==> src/hw/rtl/atwa_pkg.sv <==
// Shared constants, divider source codes and control/status structs for the
// temperature window average block. No dependencies.
`default_nettype none

package atwa_pkg;

  localparam int ADC_W       = 10;
  localparam int ADC_SUM_W   = 11;
  localparam int TEMP_W      = 18;
  localparam int WINDOW_DEF  = 30;

  localparam int IN_TDATA_W  = 24;
  localparam int OUT_TDATA_W = 56;

  // Divider-based conversion: t = floor(DIV_GAIN*s / (DIV_FULL - s)) - TEMP_OFFSET
  localparam int DIV_GAIN    = 24000;
  localparam int DIV_FULL    = 2048;
  localparam int CONV_NUM_W  = 26;
  localparam int CONV_DEN_W  = 12;
  localparam int TEMP_OFFSET = 17024;
  localparam int TEMP_MAX    = 131071;
  localparam int Q_SAT       = TEMP_MAX + TEMP_OFFSET;

  typedef enum logic [1:0] {
    DIV_CONV = 2'd0,
    DIV_AVG  = 2'd1,
    DIV_DEV  = 2'd2
  } div_sel_t;

  typedef struct packed {
    logic     load_in;
    logic     div_start;
    div_sel_t div_sel;
    logic     take_t;
    logic     take_avg;
    logic     take_dev;
    logic     write_win;
    logic     walk_clr;
    logic     walk_sum;
    logic     walk_dev;
    logic     load_out;
  } atwa_cmd_t;

  typedef struct packed {
    logic div_done;
    logic filled;
    logic store_last;
    logic walk_last;
  } atwa_sts_t;

endpackage

`default_nettype wire

==> src/hw/rtl/adc_temperature_window_average.sv <==
// Top level of the temperature window average block.
// Depends on atwa_pkg, atwa_ctrl, atwa_dp (and atwa_div below it).
//
// Each input beat carries two 10-bit converter readings of one sensor divider.
// Their sum s becomes a temperature in 1/64 degree C as
// floor(24000*s/(2048-s)) - 17024, saturated at 131071; it enters a window of
// WINDOW samples (the first sample after reset fills the whole window). Each
// input beat gives one output beat: the new temperature, the floored window
// mean and the floored mean absolute deviation from the exact mean. One
// sample is processed at a time. From one accepted input beat to the next
// possible one a sample passes through the 26-step bit-serial conversion
// divider, two walks over the single-port window memory, the reciprocal
// multiplies of the mean and the deviation, the accept, the window write and
// the output load; the first sample writes every window entry. A stalled
// output beat holds back the next one for as long as it is held. The finished
// beat waits in an output register while the next input is taken.
`default_nettype none

module adc_temperature_window_average #(
  parameter int WINDOW = atwa_pkg::WINDOW_DEF
) (
  input  logic                                 clk,
  input  logic                                 rst,
  input  logic                                 s_axis_tvalid,
  output logic                                 s_axis_tready,
  // [9:0] adc_a, [19:10] adc_b, [23:20] zero
  input  logic [atwa_pkg::IN_TDATA_W-1:0]      s_axis_tdata,
  output logic                                 m_axis_tvalid,
  input  logic                                 m_axis_tready,
  // [17:0] current_temp, [35:18] average_temp, [53:36] mean_deviation, [55:54] zero
  output logic [atwa_pkg::OUT_TDATA_W-1:0]     m_axis_tdata
);

  import atwa_pkg::*;

  atwa_cmd_t                cmd;
  atwa_sts_t                sts;
  logic signed [TEMP_W-1:0] current_temp;
  logic signed [TEMP_W-1:0] average_temp;
  logic [TEMP_W-1:0]        mean_deviation;

  atwa_ctrl u_ctrl (
    .clk       (clk),
    .rst       (rst),
    .in_valid  (s_axis_tvalid),
    .in_ready  (s_axis_tready),
    .out_valid (m_axis_tvalid),
    .out_ready (m_axis_tready),
    .sts       (sts),
    .cmd       (cmd)
  );

  atwa_dp #(
    .WINDOW (WINDOW)
  ) u_dp (
    .clk            (clk),
    .rst            (rst),
    .cmd            (cmd),
    .sts            (sts),
    .adc_a          (s_axis_tdata[ADC_W-1:0]),
    .adc_b          (s_axis_tdata[2*ADC_W-1:ADC_W]),
    .current_temp   (current_temp),
    .average_temp   (average_temp),
    .mean_deviation (mean_deviation)
  );

  assign m_axis_tdata = {(OUT_TDATA_W - 3 * TEMP_W)'(0), mean_deviation,
                         average_temp, current_temp};

endmodule

`default_nettype wire

==> src/hw/rtl/atwa_div.sv <==
// Iterative restoring unsigned divider, one quotient bit per cycle.
// Uses no package items.
`default_nettype none

module atwa_div #(
  parameter int NUM_W = 29,
  parameter int DEN_W = 12
) (
  input  logic             clk,
  input  logic             rst,
  input  logic             start,
  input  logic [NUM_W-1:0] num,
  input  logic [DEN_W-1:0] den,
  output logic             done,
  output logic [NUM_W-1:0] quo
);

  localparam int STEP_W = $clog2(NUM_W + 1);

  logic              busy;
  logic [STEP_W-1:0] steps;
  logic [DEN_W-1:0]  den_q;
  logic [DEN_W-1:0]  rem;
  logic [DEN_W:0]    trial;
  logic [DEN_W:0]    trial_diff;
  logic              fits;

  assign trial      = {rem, quo[NUM_W-1]};
  assign trial_diff = trial - {1'b0, den_q};
  assign fits       = (trial >= {1'b0, den_q});

  always_ff @(posedge clk) begin
    if (rst) begin
      busy  <= 1'b0;
      done  <= 1'b0;
      steps <= '0;
    end else begin
      done <= 1'b0;
      if (start) begin
        busy  <= 1'b1;
        steps <= '0;
      end else if (busy) begin
        steps <= steps + 1'b1;
        if (steps == STEP_W'(NUM_W - 1)) begin
          busy <= 1'b0;
          done <= 1'b1;
        end
      end
    end
  end

  always_ff @(posedge clk) begin
    if (start) begin
      quo   <= num;
      rem   <= '0;
      den_q <= den;
    end else if (busy) begin
      quo <= {quo[NUM_W-2:0], fits};
      rem <= fits ? trial_diff[DEN_W-1:0] : trial[DEN_W-1:0];
    end
  end

endmodule

`default_nettype wire

==> src/hw/rtl/atwa_dp.sv <==
// Datapath: conversion divider, sample window memory, sum and deviation walks,
// reciprocal multipliers for mean and deviation, output registers.
// Depends on atwa_pkg, atwa_div.
`default_nettype none

module atwa_dp #(
  parameter int WINDOW = atwa_pkg::WINDOW_DEF
) (
  input  logic                                clk,
  input  logic                                rst,
  input  atwa_pkg::atwa_cmd_t                 cmd,
  output atwa_pkg::atwa_sts_t                 sts,
  input  logic [atwa_pkg::ADC_W-1:0]          adc_a,
  input  logic [atwa_pkg::ADC_W-1:0]          adc_b,
  output logic signed [atwa_pkg::TEMP_W-1:0]  current_temp,
  output logic signed [atwa_pkg::TEMP_W-1:0]  average_temp,
  output logic [atwa_pkg::TEMP_W-1:0]         mean_deviation
);

  import atwa_pkg::*;

  localparam int LOG_W  = $clog2(WINDOW);
  localparam int ADDR_W = LOG_W;
  localparam int CNT_W  = $clog2(WINDOW + 1);
  localparam int SUM_W  = TEMP_W + LOG_W;
  localparam int TERM_W = SUM_W + 2;
  localparam int DEV_W  = TEMP_W + 1 + 2 * LOG_W;
  localparam int SQ_LOG = $clog2(WINDOW * WINDOW);
  localparam int K_AVG  = SUM_W + LOG_W;
  localparam int K_DEV  = DEV_W + SQ_LOG;
  localparam int MA_W   = SUM_W + 2;
  localparam int MD_W   = DEV_W + 2;
  localparam int AP_W   = SUM_W + MA_W;
  localparam int DP_W   = DEV_W + MD_W;
  localparam logic signed [TERM_W-1:0] WIN_S = TERM_W'(WINDOW);
  // ceil(2^K / d): exact floor division for every numerator of the given width
  localparam longint M_AVG = ((longint'(1) << K_AVG) + longint'(WINDOW) - 1) /
                             longint'(WINDOW);
  localparam longint M_DEV = ((longint'(1) << K_DEV) + longint'(WINDOW * WINDOW) - 1) /
                             longint'(WINDOW * WINDOW);
  localparam logic [MA_W-1:0] M_AVG_C = MA_W'(M_AVG);
  localparam logic [MD_W-1:0] M_DEV_C = MD_W'(M_DEV);

  logic [TEMP_W-1:0]        mem [WINDOW];
  logic signed [TEMP_W-1:0] mem_q;

  logic [ADC_SUM_W-1:0]     s;
  logic signed [TEMP_W-1:0] t;
  logic signed [TEMP_W-1:0] avg;
  logic [TEMP_W-1:0]        devo;
  logic signed [SUM_W-1:0]  sum_acc;
  logic [DEV_W-1:0]         dev_acc;
  logic [CNT_W-1:0]         cnt;
  logic [ADDR_W-1:0]        ptr;
  logic                     filled;

  logic [CONV_NUM_W-1:0]    conv_num;
  logic [CONV_DEN_W-1:0]    conv_den;
  logic                     div_go;
  logic                     div_done;
  logic [CONV_NUM_W-1:0]    quo;

  logic                     rc_go;
  logic                     rc_v1;
  logic                     rc_done;
  logic                     rc_is_avg;
  logic [SUM_W-1:0]         avg_num;
  logic [DEV_W-1:0]         rc_num;
  logic [DEV_W-1:0]         rc_q;
  logic [AP_W-1:0]          avg_prod;
  logic [DP_W-1:0]          dev_prod;

  logic                     sum_neg;
  logic [SUM_W-1:0]         sum_abs;
  logic signed [TERM_W-1:0] term;
  logic [TERM_W-1:0]        term_abs;
  logic                     walking;
  logic                     acc_en;
  logic [ADDR_W-1:0]        wr_addr;
  logic                     store_last;
  logic                     walk_last;

  assign store_last = (cnt == CNT_W'(WINDOW - 1));
  assign walk_last  = (cnt == CNT_W'(WINDOW));
  assign walking    = cmd.walk_sum || cmd.walk_dev;
  assign acc_en     = walking && (cnt != '0);
  assign wr_addr    = filled ? ptr : cnt[ADDR_W-1:0];

  assign sum_neg  = sum_acc[SUM_W-1];
  assign sum_abs  = sum_neg ? SUM_W'(-sum_acc) : SUM_W'(sum_acc);
  assign term     = TERM_W'(mem_q) * WIN_S - TERM_W'(sum_acc);
  assign term_abs = term[TERM_W-1] ? TERM_W'(-term) : TERM_W'(term);

  assign conv_num = CONV_NUM_W'(s) * CONV_NUM_W'(DIV_GAIN);
  assign conv_den = CONV_DEN_W'(DIV_FULL) - CONV_DEN_W'(s);
  assign div_go   = cmd.div_start && (cmd.div_sel == DIV_CONV);
  assign rc_go    = cmd.div_start && (cmd.div_sel != DIV_CONV);

  // negative sum: ceil(|S| / WINDOW), negated later, gives the floor
  assign avg_num  = sum_neg ? sum_abs + SUM_W'(WINDOW - 1) : sum_abs;
  assign avg_prod = AP_W'(rc_num[SUM_W-1:0]) * AP_W'(M_AVG_C);
  assign dev_prod = DP_W'(rc_num) * DP_W'(M_DEV_C);

  atwa_div #(
    .NUM_W (CONV_NUM_W),
    .DEN_W (CONV_DEN_W)
  ) u_div (
    .clk   (clk),
    .rst   (rst),
    .start (div_go),
    .num   (conv_num),
    .den   (conv_den),
    .done  (div_done),
    .quo   (quo)
  );

  always_ff @(posedge clk) begin
    if (rst) begin
      cnt     <= '0;
      ptr     <= '0;
      filled  <= 1'b0;
      rc_v1   <= 1'b0;
      rc_done <= 1'b0;
    end else begin
      rc_v1   <= rc_go;
      rc_done <= rc_v1;
      if (cmd.walk_clr) begin
        cnt <= '0;
      end else if (walking || (cmd.write_win && !filled)) begin
        cnt <= cnt + 1'b1;
      end
      if (cmd.write_win && filled) begin
        ptr <= (ptr == ADDR_W'(WINDOW - 1)) ? '0 : ptr + 1'b1;
      end
      if (cmd.write_win && !filled && store_last) begin
        filled <= 1'b1;
      end
    end
  end

  always_ff @(posedge clk) begin
    if (cmd.write_win) begin
      mem[wr_addr] <= t;
    end
    if (walking && !walk_last) begin
      mem_q <= mem[cnt[ADDR_W-1:0]];
    end
  end

  always_ff @(posedge clk) begin
    if (cmd.load_in) begin
      s       <= ADC_SUM_W'(adc_a) + ADC_SUM_W'(adc_b);
      sum_acc <= '0;
      dev_acc <= '0;
    end else begin
      if (cmd.walk_sum && acc_en) begin
        sum_acc <= sum_acc + SUM_W'(mem_q);
      end
      if (cmd.walk_dev && acc_en) begin
        dev_acc <= dev_acc + DEV_W'(term_abs);
      end
    end
    if (rc_go) begin
      rc_num    <= (cmd.div_sel == DIV_AVG) ? DEV_W'(avg_num) : dev_acc;
      rc_is_avg <= (cmd.div_sel == DIV_AVG);
    end
    if (rc_v1) begin
      rc_q <= rc_is_avg ? DEV_W'(avg_prod >> K_AVG) : DEV_W'(dev_prod >> K_DEV);
    end
    if (cmd.take_t) begin
      t <= (quo > CONV_NUM_W'(Q_SAT)) ? TEMP_W'(TEMP_MAX) :
           TEMP_W'(quo - CONV_NUM_W'(TEMP_OFFSET));
    end
    if (cmd.take_avg) begin
      avg <= sum_neg ? TEMP_W'(-rc_q) : TEMP_W'(rc_q);
    end
    if (cmd.take_dev) begin
      devo <= (|rc_q[DEV_W-1:TEMP_W]) ? '1 : rc_q[TEMP_W-1:0];
    end
    if (cmd.load_out) begin
      current_temp   <= t;
      average_temp   <= avg;
      mean_deviation <= devo;
    end
  end

  always_comb begin
    sts.div_done   = div_done || rc_done;
    sts.filled     = filled;
    sts.store_last = store_last;
    sts.walk_last  = walk_last;
  end

endmodule

`default_nettype wire

==> src/hw/rtl/atwa_ctrl.sv <==
// Controller: sequences one sample through conversion, window update,
// sum walk, mean division, deviation walk, deviation division and output. Depends on atwa_pkg.
`default_nettype none

module atwa_ctrl (
  input  logic                clk,
  input  logic                rst,
  input  logic                in_valid,
  output logic                in_ready,
  output logic                out_valid,
  input  logic                out_ready,
  input  atwa_pkg::atwa_sts_t sts,
  output atwa_pkg::atwa_cmd_t cmd
);

  import atwa_pkg::*;

  typedef enum logic [10:0] {
    ST_IDLE      = 11'b00000000001,
    ST_CONV_GO   = 11'b00000000010,
    ST_CONV_WAIT = 11'b00000000100,
    ST_STORE     = 11'b00000001000,
    ST_SUM       = 11'b00000010000,
    ST_AVG_GO    = 11'b00000100000,
    ST_AVG_WAIT  = 11'b00001000000,
    ST_DEV       = 11'b00010000000,
    ST_DEV_GO    = 11'b00100000000,
    ST_DEV_WAIT  = 11'b01000000000,
    ST_OUT       = 11'b10000000000
  } state_t;

  state_t state;
  state_t state_next;
  logic   out_free;

  assign out_free = !out_valid || out_ready;
  assign in_ready = (state == ST_IDLE);

  always_comb begin
    state_next = state;
    cmd        = '0;
    cmd.div_sel = DIV_CONV;
    case (state)
      ST_IDLE: begin
        if (in_valid) begin
          cmd.load_in = 1'b1;
          state_next  = ST_CONV_GO;
        end
      end
      ST_CONV_GO: begin
        cmd.div_start = 1'b1;
        state_next    = ST_CONV_WAIT;
      end
      ST_CONV_WAIT: begin
        if (sts.div_done) begin
          cmd.take_t   = 1'b1;
          cmd.walk_clr = 1'b1;
          state_next   = ST_STORE;
        end
      end
      ST_STORE: begin
        cmd.write_win = 1'b1;
        if (sts.filled || sts.store_last) begin
          cmd.walk_clr = 1'b1;
          state_next   = ST_SUM;
        end
      end
      ST_SUM: begin
        cmd.walk_sum = 1'b1;
        if (sts.walk_last) begin
          state_next = ST_AVG_GO;
        end
      end
      ST_AVG_GO: begin
        cmd.div_sel   = DIV_AVG;
        cmd.div_start = 1'b1;
        cmd.walk_clr  = 1'b1;
        state_next    = ST_AVG_WAIT;
      end
      ST_AVG_WAIT: begin
        if (sts.div_done) begin
          cmd.take_avg = 1'b1;
          state_next   = ST_DEV;
        end
      end
      ST_DEV: begin
        cmd.walk_dev = 1'b1;
        if (sts.walk_last) begin
          state_next = ST_DEV_GO;
        end
      end
      ST_DEV_GO: begin
        cmd.div_sel   = DIV_DEV;
        cmd.div_start = 1'b1;
        state_next    = ST_DEV_WAIT;
      end
      ST_DEV_WAIT: begin
        if (sts.div_done) begin
          cmd.take_dev = 1'b1;
          state_next   = ST_OUT;
        end
      end
      ST_OUT: begin
        if (out_free) begin
          cmd.load_out = 1'b1;
          state_next   = ST_IDLE;
        end
      end
      default: begin
        state_next = ST_IDLE;
      end
    endcase
  end

  always_ff @(posedge clk) begin
    if (rst) begin
      state     <= ST_IDLE;
      out_valid <= 1'b0;
    end else begin
      state <= state_next;
      if (cmd.load_out) begin
        out_valid <= 1'b1;
      end else if (out_ready) begin
        out_valid <= 1'b0;
      end
    end
  end

endmodule

`default_nettype wire

==> config.mk <==
export PLATFORM = sky130hd
export DESIGN_NAME = adc_temperature_window_average
export DESIGN_NICKNAME = d
export VERILOG_FILES = /design/src/hw/rtl/atwa_pkg.sv /design/src/hw/rtl/adc_temperature_window_average.sv /design/src/hw/rtl/atwa_div.sv /design/src/hw/rtl/atwa_dp.sv /design/src/hw/rtl/atwa_ctrl.sv
export SDC_FILE = /design/constraint.sdc
export NUM_CORES = 2
export LEC_CHECK = 0
export BUFFER_PORTS_ARGS = -buffer_cell sky130_fd_sc_hd__buf_2
export CAP_MARGIN = 20
export CORE_MARGIN = 10
export CORE_UTILIZATION = 40
export CTS_CLUSTER_SIZE = 14
export DETAILED_ROUTE_END_ITERATION = 10
export RECOVER_POWER = 25
export REMOVE_ABC_BUFFERS = 1
export SYNTH_ARGS = -nofsm -noshare
export SYNTH_HDL_FRONTEND = slang
export SYNTH_SLANG_ARGS = --single-unit
==> constraint.sdc <==
create_clock -name clk -period 19.9 [get_ports clk]
set_clock_uncertainty 0.05 [all_clocks]
set_input_delay 1.99 -clock clk [delete_from_list [all_inputs] [get_ports clk]]
set_output_delay 1.99 -clock clk [all_outputs]
set_load 0.05 [all_outputs]
## Word-level counts from Yosys, hierarchy flattened

Memories as Yosys holds them, arrays and structs flattened. A register that Yosys moved wholly into a read port is not among the register bits.
Cells that the tools add are included.

- Reductions and logical operators: 28
- Bitwise gates (word level): 1
- Mux-type cells: 43
- $add $sub $neg: 14
- Multipliers: 4
- Equal/unequal tests: 24
- Magnitude comparators: 2

Operators with widths:

| kind | count |
|---|---|
| 11-bit one-hot mux with 11 select lines | 1 |
| 11-bit two-way mux | 8 |
| 23-bit two-way mux | 3 |
| 29-bit by 29-bit multiplier with 58-bit output, second input constant | 1 |
| 26-bit two-way mux | 2 |
| 23-bit by 24-bit multiplier with 47-bit output, second input constant | 1 |
| 29-bit by 25-bit adder with 29-bit output | 1 |
| 26-bit by 18-bit > comparator with 1-bit output, second input constant | 1 |
| 25-bit two-way mux | 1 |
| 25-bit negator | 1 |
| 24-bit by 23-bit subtractor with 25-bit output | 1 |
| 23-bit by 18-bit adder with 23-bit output | 1 |
| 23-bit by 5-bit adder with 23-bit output, second input constant | 1 |
| 18-bit by 5-bit multiplier with 23-bit output, second input constant | 1 |
| 23-bit negator | 1 |
| 1-bit two-way mux | 21 |
| 5-bit == test, second input constant | 4 |
| 11-bit by 9-bit multiplier with 20-bit output, second input constant | 1 |
| 19-bit two-way mux | 1 |
| 18-bit two-way mux | 1 |
| 18-bit negator | 1 |
| 18-bit by 15-bit subtractor with 18-bit output, second input constant | 1 |
| 5-bit by 1-bit adder with 5-bit output, second input constant | 3 |
| 13-bit by 12-bit greater-or-equal comparator with 1-bit output | 1 |
| 32 further kinds | 57 |

- Memories: 1
- RAM bits: 540
- Output and inout port bits: 58
- Bits in registers: 303

Memory list:

| name | depth | bits a word | read ports | clocked after memory_dff | write ports | line | RTL |
|---|---|---|---|---|---|---|---|
| u_dp.mem | 30 | 18 | 1 | 1 | 1 | atwa_dp.sv:44 | `logic [TEMP_W-1:0] mem [WINDOW];` |

## Logic depth before layout (Yosys ltp)

- Word-level depth: 5
- Gate-level depth with buffers: 42
- Mapped depth without buffers: 40

## Hierarchy

From an unflattened synthesis, not the netlist that was laid out.

- Cells, all modules: 4,772
- Area, all modules: 60,261.5 um^2

Modules (own cells, without submodules):

| module | times used | area each (um^2) | cells each |
|---|---|---|---|
| atwa_dp | 1 | 56,526.7 | 4,418 |
| atwa_div | 1 | 2,951.6 | 258 |
| atwa_ctrl | 1 | 764.5 | 93 |
| adc_temperature_window_average | 1 | 18.8 | 3 |

## Least setup slack after synthesis

No wires, ideal clock.

- Kind: register to register
- Start: register u_dp.mem_q[0], read port of u_dp.mem
- End: register u_dp.dev_acc[24]
- Buffers on the path: 1
- Arrival time: 8.630 ns
- Data required time: 19.719 ns
- Period minus slack after synthesis: 8.811 ns
- Path slack: 11.089 ns
- Stages on the path, launching flop included: 40
- Cell sequence: edfxtp_1 > ha_1 > ha_1 > xor2_1 > ha_1 > ha_1 > a31o_2 > a21oi_1 > nand2b_1 > a21boi_0 > o31a_1 > o41ai_1 > o21ai_0 > nor4_1 > nor3_1 > a41oi_1 > nor2b_1 > xnor2_1 > [... 4 more ...] > o31a_1 > nor3_1 > mux2_2 > buf_2 > nand2_1 > xnor2_1 > fa_1 > a21o_1 > a21oi_1 > o21bai_1 > a2111oi_0 > nor2_1 > a2111o_1 > o221ai_1 > o21ai_0 > o31a_1 > xnor2_1 > o21ai_0

- Cells in the longest elaborated chain, start to end: 5

RTL lines:

| element | line | RTL |
|---|---|---|
| start, declared | atwa_dp.sv:45 | `logic signed [TEMP_W-1:0] mem_q;` |
| 18-bit by 5-bit multiplier with 23-bit output (*) | atwa_dp.sv:91 | `assign term = TERM_W'(mem_q) * WIN_S - TERM_W'(sum_acc);` |
| 24-bit by 23-bit subtractor with 25-bit output (*) | atwa_dp.sv:91 |  |
| 25-bit negator | atwa_dp.sv:92 | `assign term_abs = term[TERM_W-1] ? TERM_W'(-term) : TERM_W'(term);` |
| 25-bit two-way mux (*) | atwa_dp.sv:92 |  |
| 29-bit by 25-bit adder with 29-bit output (*) | atwa_dp.sv:160 | `dev_acc <= dev_acc + DEV_W'(term_abs);` |
| end signal, assigned | atwa_dp.sv:160 |  |
| end, declared | atwa_dp.sv:52 | `logic [DEV_W-1:0] dev_acc;` |

Mark *: on every way between the ends. The rest lies on a longest branch, timed or not.
A chain may end at the register's enable or synchronous reset.

## Worst setup path in the final report

- Start: register u_dp.mem_q[0], read port of u_dp.mem
- End: register u_dp.dev_acc[26]

Same word-level chain as after synthesis.

==> results by group <==
Yosys
  • Mux cell area share after synthesis: 0.0738
  • Synth Cell Area: 59800 um2
  • Synthesized area per cell: 12.6 um2
  • Post-Synth XOR/XNOR Area: 0.0349
  • Cells after Synth: 4740
  • Combinational family with the most area after synthesis: adder cells
  • Total number of yosys warnings: 0
  • Synth Area in Compound Gates: 0.0621
  • Asr flop ratio synth: 0
  • Unique masters post-synth: 94
  • Seq/Total Area, Yosys: 0.415
  • Post-synth top flop: edfxtp_1
  • Synth Register Bits: 861
  • Synth Area in Adders: 0.292
  • Post-synth EDFFs: 759
  • Post-synthesis simple-gate area fraction: 0.0688

STA
  • WHS: 0.368 ns
  • Worst-Margin Slew: 2.58 ns
  • Unrepaired setup endpoints after global routing: no
  • Setup violators final: 0
  • Final min period: 10.19 ns
  • Fin. max-slew vios: 68
  • Worst setup margin: 9.71 ns
  • Crit share post-route: 0.512
  • Final Hold Viols: 0
  • Worst slew margin: -0.721
  • Max Clock Freq: 0.0982 GHz
  • Final TNS setup: 0 ns

Pwr
  • Clk pwr share: 0.365
  • Switch Pwr: 1310 uW
  • Seq pwr share: 0.427
  • Peak supply drop: 0.0879 mV
  • Total power: 4710 uW
  • Switch share: 0.279
  • LEAKAGE: 0.0260 uW
  • P per Cell Area: 71.5 nW/um2
  • Logic pwr share: 0.208
  • P_int: 3400 uW

Setup path
  • CP Launch Point: u_dp.mem_q[0]
  • CP Launch Type: flop
  • WS Path Type: flop to flop
  • Most frequent CP cell: ha_1
  • Critical Path AT: 10.63 ns
  • CP peak stage delay: 0.58 ns
  • CP Capture Type: flop
  • Crit-path slowest cell: a2111oi_0
  • Crit-path leading delay family: compound AO/OA/AOI/OAI gates
  • Number of buffers and inverters on the critical path: 0
  • Worst Path Max Fanout: 16
  • R2R Path Start: u_dp.mem_q[0]
  • Critical path required time: 20.35 ns

Die
  • Core Box Area: 148000 um2
  • Num rows: 141
  • Die area: 165000 um2
  • Io pins: 86
  • Die X: 407 um
  • Die H: 407 um
  • Initial core utilization: 0.403

GRT
  • Initial antenna violation count: 3
  • Largest net degree at the start of global routing: 109
  • Aggregate global-route resource usage: 0.171
  • First-pass GRT wire length: 218 mm
  • Grt total ovfl: 0
  • Vias in the first global route: 37200

Clock network
  • Resized cells post-CTS: 0
  • Clock-pin slew on the worst setup and hold paths: 0.06 ns
  • TritonCTS clock tree: built
  • # Post-CTS Setup Buffers: 0
  • Clock root cell: clkbuf_16
  • Worst-case clock buffer depth: 3
  • CTS Sinks: 861
  • Hold Buf Count CTS: 0
  • Worst-skew pair later-pin latency: 0.70 ns
  • CTS HTree Levels: 3
  • CTS Buf Count: 90

Routing
  • DR iter-0 viols: 2208
  • TritonRoute pass-1 iters: 7
  • Final ANT Viol Nets: 0
  • Drt total wl: 139 mm
  • Vias post-DR: 35800
  • Vias per cell: 5.22
  • Post-route DRC: 0
  • Average routed wire per standard cell: 20.3 um

Placed design
  • Pre-CTS setup slack: 9.74 ns
  • Final Wtd Congestion: 0.869
  • Final HPWL DP: 102 mm
  • # port buffers: 79

Status
  • Outcome: complete, but fails checks
  • Violated checks: capacitance limit, slew limit

Job
  • Max-cap violations: 2

Final layout
  • Nets: 6028
  • Final core occ: 0.444
  • Ratio of cells with drive above 1 in the final layout: 0.114
  • Area Growth Syn to Fin: 10.1%

Hold path
  • Hold Path Origin: u_dp.avg[0]
  • Worst min-delay path category: flop to flop
## cells in the final DEF, fill, tap and decap left out, types with 29 or more instances in the layout
cell,synthesis,final
a21o_1,57,57
or3_1,41,41
mux2i_1,29,29
a21oi_1,176,176
o21ai_0,158,158
nor3_1,63,61
buf_2,5,79
xor2_1,70,70
fa_1,433,433
xnor2_1,168,168
nand2b_1,31,31
mux4_2,162,162
inv_1,733,733
nand2_1,244,244
clkbuf_16,0,94
mux2_2,42,42
ha_1,702,702
dfxtp_1,102,97
nand3_1,67,67
edfxtp_1,759,759
nor2_1,223,193
buf_4,3,54
## logic make-up (layout without fill, tap and decap cells)
kind of cell | count (synthesis) | count (layout)
mux | 233 | 233
other cells | 1 | 3
fa+ha+maj | 1135 | 1135
compound gates | 592 | 592
flops | 861 | 861
buf+inv | 842 | 1039
xor+xnor | 238 | 238
simple gates | 838 | 838
## worst paths after layout
kind / depth (start not counted) / slack (ns) / end
setup / recovery: 39 / 9.71 / u_dp.dev_acc[26]
hold / removal: 0 / 0.37 / u_dp.average_temp[0]
setup reg to reg: 39 / 9.71 / u_dp.dev_acc[26]
hold reg to reg: 0 / 0.37 / u_dp.average_temp[0]
## sequential cells by signal, indices dropped and copies added, names as in the netlist, 18 cells and up
| name | cells |
|---|---|
| u_dp.rc_q | 20 |
| u_dp.devo | 18 |
| u_dp.rc_num | 29 |
| u_dp.t | 18 |
| u_dp.mem_q | 18 |
| u_dp.u_div.quo | 26 |
| u_dp.average_temp | 18 |
| u_dp.avg | 18 |
| u_dp.mean_deviation | 18 |
| u_dp.mem | 540 |
| u_dp.current_temp | 18 |
| u_dp.sum_acc | 23 |
| u_dp.dev_acc | 29 |
## final cells by class
type | instances | area [um2]
Antenna cell | 1 | 2.50
Sequential cell | 861 | 24800
Fill cell | 13500 | 82300
Clock inverter | 50 | 578
Multi-Input combinational cell | 3038 | 31900
Inverter | 734 | 2760
Tap cell | 1930 | 2410
Clock buffer | 115 | 2470
Timing Repair Buffer | 140 | 873
## stage by stage
stage | area (um2) | instances
4_1_cts | 65800 | 6865
2_1_floorplan | 59400 | 4633
3_3_place_gp | 62800 | 6699
6_report | 65900 | 6869
3_5_place_dp | 62800 | 6700
5_1_grt | 65900 | 6868
## routing by layer
| metal | GRT usage | vias to the layer above | part of all wire |
|---|---|---|---|
| met5 | 0 | - | 0.00019 |
| met4 | 0.0503 | 4 | 0.031 |
| met3 | 0.0272 | 223 | 0.047 |
| met2 | 0.284 | 768 | 0.48 |
| met1 | 0.229 | 17800 | 0.45 |
| li1 | - | 17000 | - |
## power by group through the flow
| stage | Sequential (uW) | Combinational [uW] | Clock, uW |
|---|---|---|---|
| after floorplan | 2040 | 794 | 0 |
| after global placement | 2050 | 985 | 0 |
| after detailed placement | 2050 | 996 | 0 |
| after CTS | 2010 | 1000 | 1760 |
| after global routing | 2020 | 1160 | 1830 |
| final | 2010 | 981 | 1720 |
## worst reg2reg max path, delay by kind of cell (launching register included)
| kind | cells | cell delay [ns] |
|---|---|---|
| flip-flops | 1 | 0.50 |
| AND/OR/NAND/NOR | 9 | 1.33 |
| XOR/XNOR | 4 | 0.70 |
| multiplexers | 1 | 0.42 |
| adder cells (fa/ha/maj) | 6 | 2.07 |
| AO/OA/AOI/OAI | 19 | 4.94 |
## cell usage after synthesis (all sizes together), types with 82 or more instances
library cell | n | area (um2)
nand2 | 244 | 916
o21ai | 162 | 815
nor2 | 224 | 857
clkbuf | 82 | 309
a21oi | 178 | 898
edfxtp | 759 | 22800
fa | 433 | 8670
inv | 733 | 2750
dfxtp | 102 | 2040
xnor2 | 168 | 1470
mux4 | 162 | 3650
ha | 702 | 8780
(Power assumes the default switching activity.)
